[src/rtl/assert_macros.svh]
// assertion macros used by the top-level rtl file
`ifndef ASSERT_MACROS_SVH
`define ASSERT_MACROS_SVH

// clocked property, skipped while reset is held
`define FBSD_ASSERT(name, clk, rst_n, prop) \
    name: assert property (@(posedge clk) disable iff (!rst_n) (prop)) \
        else $error("assertion failed");

// clocked property that must never hold
`define FBSD_NEVER(name, clk, rst_n, prop) \
    name: assert property (@(posedge clk) disable iff (!rst_n) !(prop)) \
        else $error("forbidden condition seen");

`endif

[src/rtl/fbsd_pkg.sv]
// shared types, constants and decode functions for the block-scaled dot unit
`timescale 1ns / 1ps
`default_nettype none

package fbsd_pkg;

    localparam int LANES_DEF    = 8;
    localparam int ACC_BITS_DEF = 60;

    localparam int WORD_LANES = 8;    // codes carried in one 32-bit word
    localparam int CODE_W     = 4;
    localparam int HALF_W     = 4;    // half count 0..12
    localparam int LMAG_W     = 8;    // up to 144
    localparam int LPROD_W    = 9;    // signed lane product
    localparam int LSUM_W     = 12;   // signed sum of up to eight lanes
    localparam int SCALE_W    = 18;   // scale units, up to 15 << 14
    localparam int SPROD_W    = 36;
    localparam int ITEM_W     = 50;   // signed per-item sum in 22-fraction units
    localparam int WORD_W     = 32;
    localparam int SBYTE_W    = 8;
    localparam int S_TDATA_W  = 2 * WORD_W + 2 * SBYTE_W;

    typedef struct packed {
        logic valid;
        logic last;
    } t_ctl;

    // e2m1 magnitude as a count of halves
    function automatic logic [HALF_W-1:0] half_count(input logic [2:0] code);
        logic [HALF_W-1:0] h;
        case (code)
            3'd0:    h = 4'd0;
            3'd1:    h = 4'd1;
            3'd2:    h = 4'd2;
            3'd3:    h = 4'd3;
            3'd4:    h = 4'd4;
            3'd5:    h = 4'd6;
            3'd6:    h = 4'd8;
            3'd7:    h = 4'd12;
            default: h = 4'd0;
        endcase
        return h;
    endfunction

    // ue4m3 byte as a multiple of 2^-9, bit 7 ignored
    function automatic logic [SCALE_W-1:0] scale_units(input logic [SBYTE_W-1:0] b);
        logic [3:0]         e;
        logic [2:0]         m;
        logic [SCALE_W-1:0] s;
        e = b[6:3];
        m = b[2:0];
        if (e == 4'd0) begin
            s = SCALE_W'(m);
        end else begin
            s = SCALE_W'({1'b1, m}) << (e - 4'd1);
        end
        return s;
    endfunction

endpackage

`default_nettype wire

[src/rtl/fp4_block_scaled_dot_top.sv]
// top level of the block-scaled four-bit dot-product accumulator
`timescale 1ns / 1ps
`default_nettype none

`include "assert_macros.svh"

// block-scaled e2m1 dot product: each item brings eight 4-bit codes per operand
// and one ue4m3 scale byte per operand; LANES lanes decode and multiply the code
// pairs side by side, a merge stage adds the lane products and multiplies by the
// product of the two scales, and a saturating accumulator keeps an exact signed
// sum with 22 fraction bits. the item marked tlast emits the sum (tdata, zero
// filled to whole bytes) with the sticky overflow flag (tuser) and clears both.
// the pipeline takes one item per cycle while it is not stalled: the accumulate stage
// closes its wide add and clamp combinationally, so the running sum never holds the
// input back. an accepted item passes the lane, lane-sum and scale-multiply registers
// and then lands in the accumulator; for a last item the result register loads
// together with the accumulator. the whole pipeline holds while a result waits and
// the downstream side stalls.
module fp4_block_scaled_dot_top
    import fbsd_pkg::*;
#(
    parameter int LANES    = LANES_DEF,
    parameter int ACC_BITS = ACC_BITS_DEF,
    localparam int OUT_W   = ((ACC_BITS + 7) / 8) * 8
) (
    input  wire logic                 i_clk,
    input  wire logic                 i_rst_n,
    // input items
    input  wire logic                 s_axis_tvalid,
    output      logic                 s_axis_tready,
    // a_word [31:0], b_word [63:32], a_scale [71:64], b_scale [79:72]
    input  wire logic [S_TDATA_W-1:0] s_axis_tdata,
    input  wire logic                 s_axis_tlast,
    // results
    output      logic                 m_axis_tvalid,
    input  wire logic                 m_axis_tready,
    // dot_sum [ACC_BITS-1:0], zero filled above
    output      logic [OUT_W-1:0]     m_axis_tdata,
    // saturated [0]
    output      logic                 m_axis_tuser
);

    logic                       w_en;
    t_ctl                       r_ctl1;
    t_ctl                       w_ctl3;
    logic [WORD_W-1:0]          w_a_word;
    logic [WORD_W-1:0]          w_b_word;
    logic [SBYTE_W-1:0]         w_a_scale;
    logic [SBYTE_W-1:0]         w_b_scale;
    logic signed [LPROD_W-1:0]  w_prods [LANES];
    logic [SPROD_W-1:0]         w_sprod;
    logic signed [ITEM_W-1:0]   w_item;
    logic [ACC_BITS-1:0]        w_sum;

    // payload unpacking
    assign w_a_word  = s_axis_tdata[WORD_W-1:0];
    assign w_b_word  = s_axis_tdata[2*WORD_W-1:WORD_W];
    assign w_a_scale = s_axis_tdata[2*WORD_W+SBYTE_W-1:2*WORD_W];
    assign w_b_scale = s_axis_tdata[S_TDATA_W-1:2*WORD_W+SBYTE_W];

    // pipeline moves unless a finished result is held by the downstream side
    assign w_en          = !m_axis_tvalid || m_axis_tready;
    assign s_axis_tready = w_en;

    always_ff @(posedge i_clk) begin
        if (!i_rst_n) begin
            r_ctl1 <= '0;
        end else if (w_en) begin
            r_ctl1.valid <= s_axis_tvalid;
            r_ctl1.last  <= s_axis_tlast;
        end
    end

    // lanes past the 32-bit word see code zero and add nothing
    for (genvar g = 0; g < LANES; g++) begin : g_lane
        if (g < WORD_LANES) begin : g_live
            fbsd_lane u_lane (
                .i_clk    (i_clk),
                .i_en     (w_en),
                .i_code_a (w_a_word[CODE_W*g +: CODE_W]),
                .i_code_b (w_b_word[CODE_W*g +: CODE_W]),
                .o_prod   (w_prods[g])
            );
        end else begin : g_idle
            fbsd_lane u_lane (
                .i_clk    (i_clk),
                .i_en     (w_en),
                .i_code_a ({CODE_W{1'b0}}),
                .i_code_b ({CODE_W{1'b0}}),
                .o_prod   (w_prods[g])
            );
        end
    end

    fbsd_scale u_scale (
        .i_clk     (i_clk),
        .i_en      (w_en),
        .i_a_scale (w_a_scale),
        .i_b_scale (w_b_scale),
        .o_sprod   (w_sprod)
    );

    fbsd_merge #(
        .LANES (LANES)
    ) u_merge (
        .i_clk   (i_clk),
        .i_rst_n (i_rst_n),
        .i_en    (w_en),
        .i_ctl   (r_ctl1),
        .i_prods (w_prods),
        .i_sprod (w_sprod),
        .o_ctl   (w_ctl3),
        .o_item  (w_item)
    );

    fbsd_acc #(
        .ACC_BITS (ACC_BITS)
    ) u_acc (
        .i_clk   (i_clk),
        .i_rst_n (i_rst_n),
        .i_en    (w_en),
        .i_ctl   (w_ctl3),
        .i_item  (w_item),
        .o_valid (m_axis_tvalid),
        .o_sum   (w_sum),
        .o_sat   (m_axis_tuser)
    );

    assign m_axis_tdata = OUT_W'(w_sum);

    // a held result must freeze the input side
    `FBSD_NEVER(a_stall_blocks_input, i_clk, i_rst_n, m_axis_tvalid && !m_axis_tready && s_axis_tready)
    // an accepted item lands in the lane stage
    `FBSD_ASSERT(a_accept_fills_lanes, i_clk, i_rst_n, s_axis_tvalid && s_axis_tready |=> r_ctl1.valid)
    // a new result only follows a last item in the accumulate stage
    `FBSD_ASSERT(a_result_from_last, i_clk, i_rst_n, $rose(m_axis_tvalid) |-> $past(w_ctl3.valid && w_ctl3.last))

endmodule

`default_nettype wire

[src/rtl/fbsd_lane.sv]
// one lane: decodes an a/b code pair and registers the signed product
`timescale 1ns / 1ps
`default_nettype none

module fbsd_lane
    import fbsd_pkg::*;
(
    input  wire logic                      i_clk,
    input  wire logic                      i_en,
    input  wire logic [CODE_W-1:0]         i_code_a,
    input  wire logic [CODE_W-1:0]         i_code_b,
    output      logic signed [LPROD_W-1:0] o_prod
);

    logic [LMAG_W-1:0]         w_mag;
    logic signed [LPROD_W-1:0] n_prod;
    logic signed [LPROD_W-1:0] r_prod;

    always_comb begin
        w_mag = LMAG_W'(half_count(i_code_a[2:0])) * LMAG_W'(half_count(i_code_b[2:0]));
        // signs differ -> negative; minus zero gives zero magnitude anyway
        if (i_code_a[3] ^ i_code_b[3]) begin
            n_prod = -$signed(LPROD_W'(w_mag));
        end else begin
            n_prod = $signed(LPROD_W'(w_mag));
        end
    end

    always_ff @(posedge i_clk) begin
        if (i_en) begin
            r_prod <= n_prod;
        end
    end

    assign o_prod = r_prod;

endmodule

`default_nettype wire

[src/rtl/fbsd_scale.sv]
// decodes both scale bytes and registers their product
`timescale 1ns / 1ps
`default_nettype none

module fbsd_scale
    import fbsd_pkg::*;
(
    input  wire logic               i_clk,
    input  wire logic               i_en,
    input  wire logic [SBYTE_W-1:0] i_a_scale,
    input  wire logic [SBYTE_W-1:0] i_b_scale,
    output      logic [SPROD_W-1:0] o_sprod
);

    logic [SPROD_W-1:0] r_sprod;
    logic [SPROD_W-1:0] n_sprod;

    assign n_sprod = SPROD_W'(scale_units(i_a_scale)) * SPROD_W'(scale_units(i_b_scale));

    always_ff @(posedge i_clk) begin
        if (i_en) begin
            r_sprod <= n_sprod;
        end
    end

    assign o_sprod = r_sprod;

endmodule

`default_nettype wire

[src/rtl/fbsd_merge.sv]
// merge stage: sums the lane products, then applies the combined scale
`timescale 1ns / 1ps
`default_nettype none

module fbsd_merge
    import fbsd_pkg::*;
#(
    parameter int LANES = LANES_DEF
) (
    input  wire logic                      i_clk,
    input  wire logic                      i_rst_n,
    input  wire logic                      i_en,
    input  wire t_ctl                      i_ctl,
    input  wire logic signed [LPROD_W-1:0] i_prods [LANES],
    input  wire logic [SPROD_W-1:0]        i_sprod,
    output      t_ctl                      o_ctl,
    output      logic signed [ITEM_W-1:0]  o_item
);

    localparam int MUL_W = LSUM_W + SPROD_W + 1;

    logic signed [LSUM_W-1:0] w_lsum;
    logic signed [LSUM_W-1:0] r_lsum;
    logic [SPROD_W-1:0]       r_sprod;
    t_ctl                     r_ctl2;
    t_ctl                     r_ctl3;
    logic signed [MUL_W-1:0]  w_mul;
    logic signed [ITEM_W-1:0] r_item;

    // lanes past the word carry zero, so the narrow sum cannot overflow
    always_comb begin
        w_lsum = '0;
        for (int i = 0; i < LANES; i++) begin
            w_lsum = w_lsum + LSUM_W'(i_prods[i]);
        end
    end

    assign w_mul = MUL_W'(r_lsum) * $signed({1'b0, r_sprod});

    always_ff @(posedge i_clk) begin
        if (i_en) begin
            r_lsum  <= w_lsum;
            r_sprod <= i_sprod;
            // times four brings 2^-20 units to 22 fraction bits
            r_item  <= ITEM_W'(w_mul) <<< 2;
        end
    end

    always_ff @(posedge i_clk) begin
        if (!i_rst_n) begin
            r_ctl2 <= '0;
            r_ctl3 <= '0;
        end else if (i_en) begin
            r_ctl2 <= i_ctl;
            r_ctl3 <= r_ctl2;
        end
    end

    assign o_ctl  = r_ctl3;
    assign o_item = r_item;

endmodule

`default_nettype wire

[src/rtl/fbsd_acc.sv]
// saturating running sum with sticky overflow flag and result register
`timescale 1ns / 1ps
`default_nettype none

module fbsd_acc
    import fbsd_pkg::*;
#(
    parameter int ACC_BITS = ACC_BITS_DEF
) (
    input  wire logic                     i_clk,
    input  wire logic                     i_rst_n,
    input  wire logic                     i_en,
    input  wire t_ctl                     i_ctl,
    input  wire logic signed [ITEM_W-1:0] i_item,
    output      logic                     o_valid,
    output      logic [ACC_BITS-1:0]      o_sum,
    output      logic                     o_sat
);

    localparam int W = ((ACC_BITS > ITEM_W) ? ACC_BITS : ITEM_W) + 1;

    logic signed [ACC_BITS-1:0] r_sum;
    logic                       r_ovf;
    logic                       r_out_valid;
    logic signed [ACC_BITS-1:0] r_out_sum;
    logic                       r_out_sat;

    logic signed [W-1:0]        w_full;
    logic signed [W-1:0]        w_hi;
    logic signed [W-1:0]        w_lo;
    logic                       w_over;
    logic                       w_under;
    logic signed [ACC_BITS-1:0] n_sum;
    logic                       n_ovf;

    always_comb begin
        w_hi = '0;
        w_hi[ACC_BITS-2:0] = '1;
        w_lo = '1;
        w_lo[ACC_BITS-2:0] = '0;
        w_full  = W'(r_sum) + W'(i_item);
        w_over  = w_full > w_hi;
        w_under = w_full < w_lo;
        if (w_over) begin
            n_sum = ACC_BITS'(w_hi);
        end else if (w_under) begin
            n_sum = ACC_BITS'(w_lo);
        end else begin
            n_sum = ACC_BITS'(w_full);
        end
        n_ovf = r_ovf | w_over | w_under;
    end

    always_ff @(posedge i_clk) begin
        if (!i_rst_n) begin
            r_sum       <= '0;
            r_ovf       <= 1'b0;
            r_out_valid <= 1'b0;
        end else if (i_en) begin
            r_out_valid <= i_ctl.valid & i_ctl.last;
            if (i_ctl.valid) begin
                if (i_ctl.last) begin
                    r_sum <= '0;
                    r_ovf <= 1'b0;
                end else begin
                    r_sum <= n_sum;
                    r_ovf <= n_ovf;
                end
            end
        end
    end

    always_ff @(posedge i_clk) begin
        if (i_en && i_ctl.valid && i_ctl.last) begin
            r_out_sum <= n_sum;
            r_out_sat <= n_ovf;
        end
    end

    assign o_valid = r_out_valid;
    assign o_sum   = r_out_sum;
    assign o_sat   = r_out_sat;

endmodule

`default_nettype wire
[config.mk]
export PLATFORM = sky130hd
export DESIGN_NAME = fp4_block_scaled_dot_top
export DESIGN_NICKNAME = d
export VERILOG_FILES = /design/src/rtl/fbsd_pkg.sv /design/src/rtl/fp4_block_scaled_dot_top.sv /design/src/rtl/fbsd_lane.sv /design/src/rtl/fbsd_scale.sv /design/src/rtl/fbsd_merge.sv /design/src/rtl/fbsd_acc.sv
export VERILOG_INCLUDE_DIRS = /design/src /design/src/rtl
export SDC_FILE = /design/constraint.sdc
export NUM_CORES = 2
export LEC_CHECK = 0
export BUFFER_PORTS_ARGS = -buffer_cell sky130_fd_sc_hd__buf_2
export CORE_MARGIN = 2
export CORE_UTILIZATION = 36
export CTS_CLUSTER_DIAMETER = 80
export DETAILED_ROUTE_END_ITERATION = 8
export GPL_TIMING_DRIVEN = 0
export PLACE_DENSITY = 0.6
export SETUP_SLACK_MARGIN = 0.02
export SLEW_MARGIN = 30
export SYNTH_ARGS = -nofsm -noshare
export SYNTH_HDL_FRONTEND = slang
export SYNTH_SLANG_ARGS = --single-unit
[constraint.sdc]
create_clock -name i_clk -period 25 [get_ports i_clk]
set_input_delay 2.5 -clock i_clk [delete_from_list [all_inputs] [get_ports i_clk]]
set_output_delay 2.5 -clock i_clk [all_outputs]
set_load 0.05 [all_outputs]
==> flow_summary.toml <==
[setup_path]
cp.required_ns = 25.32
cp_slowest_stage_delay_ns = 0.86
path_class = "in -> reg"
crit_family = "adder cells"
cp.depth = 28
cp_common_cell = "fa_1"
r2r_start = "u_merge.r_lsum[11]"
cp-end-kind = "flop"
crit_arrival_ns = 11.75
cpMaxStageDelayCell = "nor3_2"
worstPathMaxFanout = 10
critPathLaunchType = "input port"
cp-startpoint = "s_axis_tdata[75]"
ff2ff_path_depth = 22
crit_buf_inv = 8

[yosys]
synth_common_cells = "inv_1, fa_1, nand2_1, ha_1, nor2_1"
synth_flop_cell = "edfxtp_1"
synth_area_leaders = "fa_1, edfxtp_1, ha_1, inv_1, nand2_1"
synthCells = 4972
ys_warn_count = 0
synthesis.area_um2 = 46100
synth_area_per_cell_um2 = 9.28
ys_types = 86
ys_seq_area_share_pct = 20.2
synthArstFlopShare_pct = 0
yosysTopAreaCellShare_pct = 29.6
synth-edff-count = 265
yosysTopAreaCell = "fa_1"
yosysMostFrequentCell = "inv_1"
ys_ff_latch = 333

[drt]
drc = 0
via_per_inst = 4.97
vias = 34200
drt-total-wl_mm = 117
wl_per_cell_um = 17.1
first_pass_iters = 5
ant_nets = 0
drt_iter0_drc = 1978

[floorplanning]
io_pins = 152
dieArea_um2 = 131000
die_w_um = 362
fp-row-count = 131
initial_core_util_pct = 36.2
coreArea_um2 = 127000
die_h_um = 362

[clocking]
clock-root-buffer = "clkbuf_16"
numCtsBuffers = 42
cts_buffer_depth = 3
cts_hold_buf = 0
post_cts_resized = 0
cts_tree = "yes"
h-tree-depth = 2
cts_sinks = 333
post-cts-setup-buffer-count = 0
clk_latency_ns = 0.59
clkSlewWorstSetupHoldPaths_ns = 0.06

[cells_and_area]
fillers = 12700
stdcell_count = 6871
layout-drive-gt1-share_pct = 6.15
nets = 6352
area_growth_pct = 9.97

[timing]
rsz0062_at_grt = "false"
fin_skew_ns = 0.0390
tightest_slew_ns = 1.15
hold_violations = 0
min_period_ns = 11.44
setup_viol = 0
fin_setup_tns_ns = 0
relSlewSlack_pct = 22.2
maxSlewViolCount = 0
fmax_ghz = 0.0874
finalCritPeriodShare_pct = 45.8

[job]
max_cap_viol_count = 0

[placed_design]
portBuffers = 143
place.gp.congestion = 0.930
placed_cells = 6789
dp_hpwl_mm = 96.7

[global_routing]
antenna_found_initial = 3
grt_pass1_vias = 35600
grt.total_usage_pct = 18.2
grt_pass1_wl_mm = 190
grt_max_degree = 55
grt.overflow.total = 0

[worst_hold_path]
worstHoldPathType = "reg -> reg"
worstHoldStart = "u_scale.o_sprod[17]"
min_delay_path_depth = 0

[run_status]
status = "complete, no violations"
per-stage QoR:
stage | area [um2] | worst slack (ns) | hold WS (ns) | util (%)
after floorplan | 46100 | 13.63 | 0.400 | -
after global placement | 48900 | 10.02 | 0.401 | 38.4
after detailed placement | 49100 | 12.95 | 0.405 | 38.6
after CTS | 50700 | 13.54 | 0.411 | 39.8
after global routing | 50700 | 12.95 | 0.420 | 39.8
final | 50700 | 13.56 | 0.409 | 39.8
cell families (layout without fill, tap and decap cells):
| logic type | Yosys count | in the layout | share of synthesized area, % |
|---|---|---|---|
| xor+xnor | 230 | 230 | 4.37 |
| compound gates | 629 | 629 | 8.80 |
| simple gates | 1552 | 1552 | 15.5 |
| mux | 34 | 34 | 0.787 |
| buf+inv | 1065 | 1295 | 8.80 |
| other cells | 1 | 8 | 0.00813 |
| flops | 333 | 333 | 20.2 |
| fa+ha+maj | 1128 | 1128 | 41.5 |
final cells by class:
type / count / area, um2 / share of cell area [%]
diodes: 4 / 10.0 / 0.0197
flip-flops and latches: 333 / 9320 / 18.4
repair buffers: 152 / 878 / 1.73
clock buffers: 45 / 1080 / 2.14
inverters: 863 / 3240 / 6.39
plain buffers: 202 / 826 / 1.63
clock inverters: 33 / 472 / 0.930
well taps: 1662 / 2080 / 4.10
multi-input cells: 3577 / 32800 / 64.7
placed cells by master, fill, tap and decap left out, drive strengths merged, types with 9 or more instances in the layout:
cell	instances
nand3	65
a21o	73
and3	19
buf	174
clkbuf	225
clkinv	16
a211oi	16
edfxtp	265
nor2b	50
maj3	32
a31oi	15
a221o	17
a21oi	172
nor3	39
dfxtp	68
nand2b	89
xnor2	171
nand4	20
inv	866
nor2	348
or3	17
xor2	59
ha	415
o21ai	161
nand2	667
mux2	18
and2	179
or2	15
fa	681
nand4b	9
o31a	13
o21a	43
o31ai	21
o21bai	30
bufinv	10
a21boi	13
mux2i	16
and4	10
routing by layer:
metal	up-vias	GRT usage [%]	part of all wire [%]
met2	930	30.9	47
li1	16200	-	-
met4	0	5.91	3.3
met3	216	2.17	5.3
met5	-	0	0
met1	16800	24.1	44
final timing paths:
kind	slack (ns)	to
worst max-delay path	13.56	u_scale.o_sprod[35]
worst max register to register	17.15	u_merge.o_item[49]
worst min-delay path	0.41	u_merge.r_sprod[17]
worst min register to register	0.41	u_merge.r_sprod[17]
sequential cells by signal, indices dropped and copies added, names as in the netlist:
register,flops
u_merge.o_item,48
u_merge.r_lsum,12
u_merge.o_ctl,2
u_scale.o_sprod,36
u_acc.r_ovf,1
u_acc.o_sat,1
g_lane.g_live.u_lane.o_prod,72
u_acc.o_sum,60
u_acc.o_valid,1
u_merge.r_sprod,36
r_ctl1,2
u_merge.r_ctl2,2
u_acc.r_sum,60
Power is not shown: default switching activity piles up to over one toggle a cycle in this logic, so the estimate is an artifact.
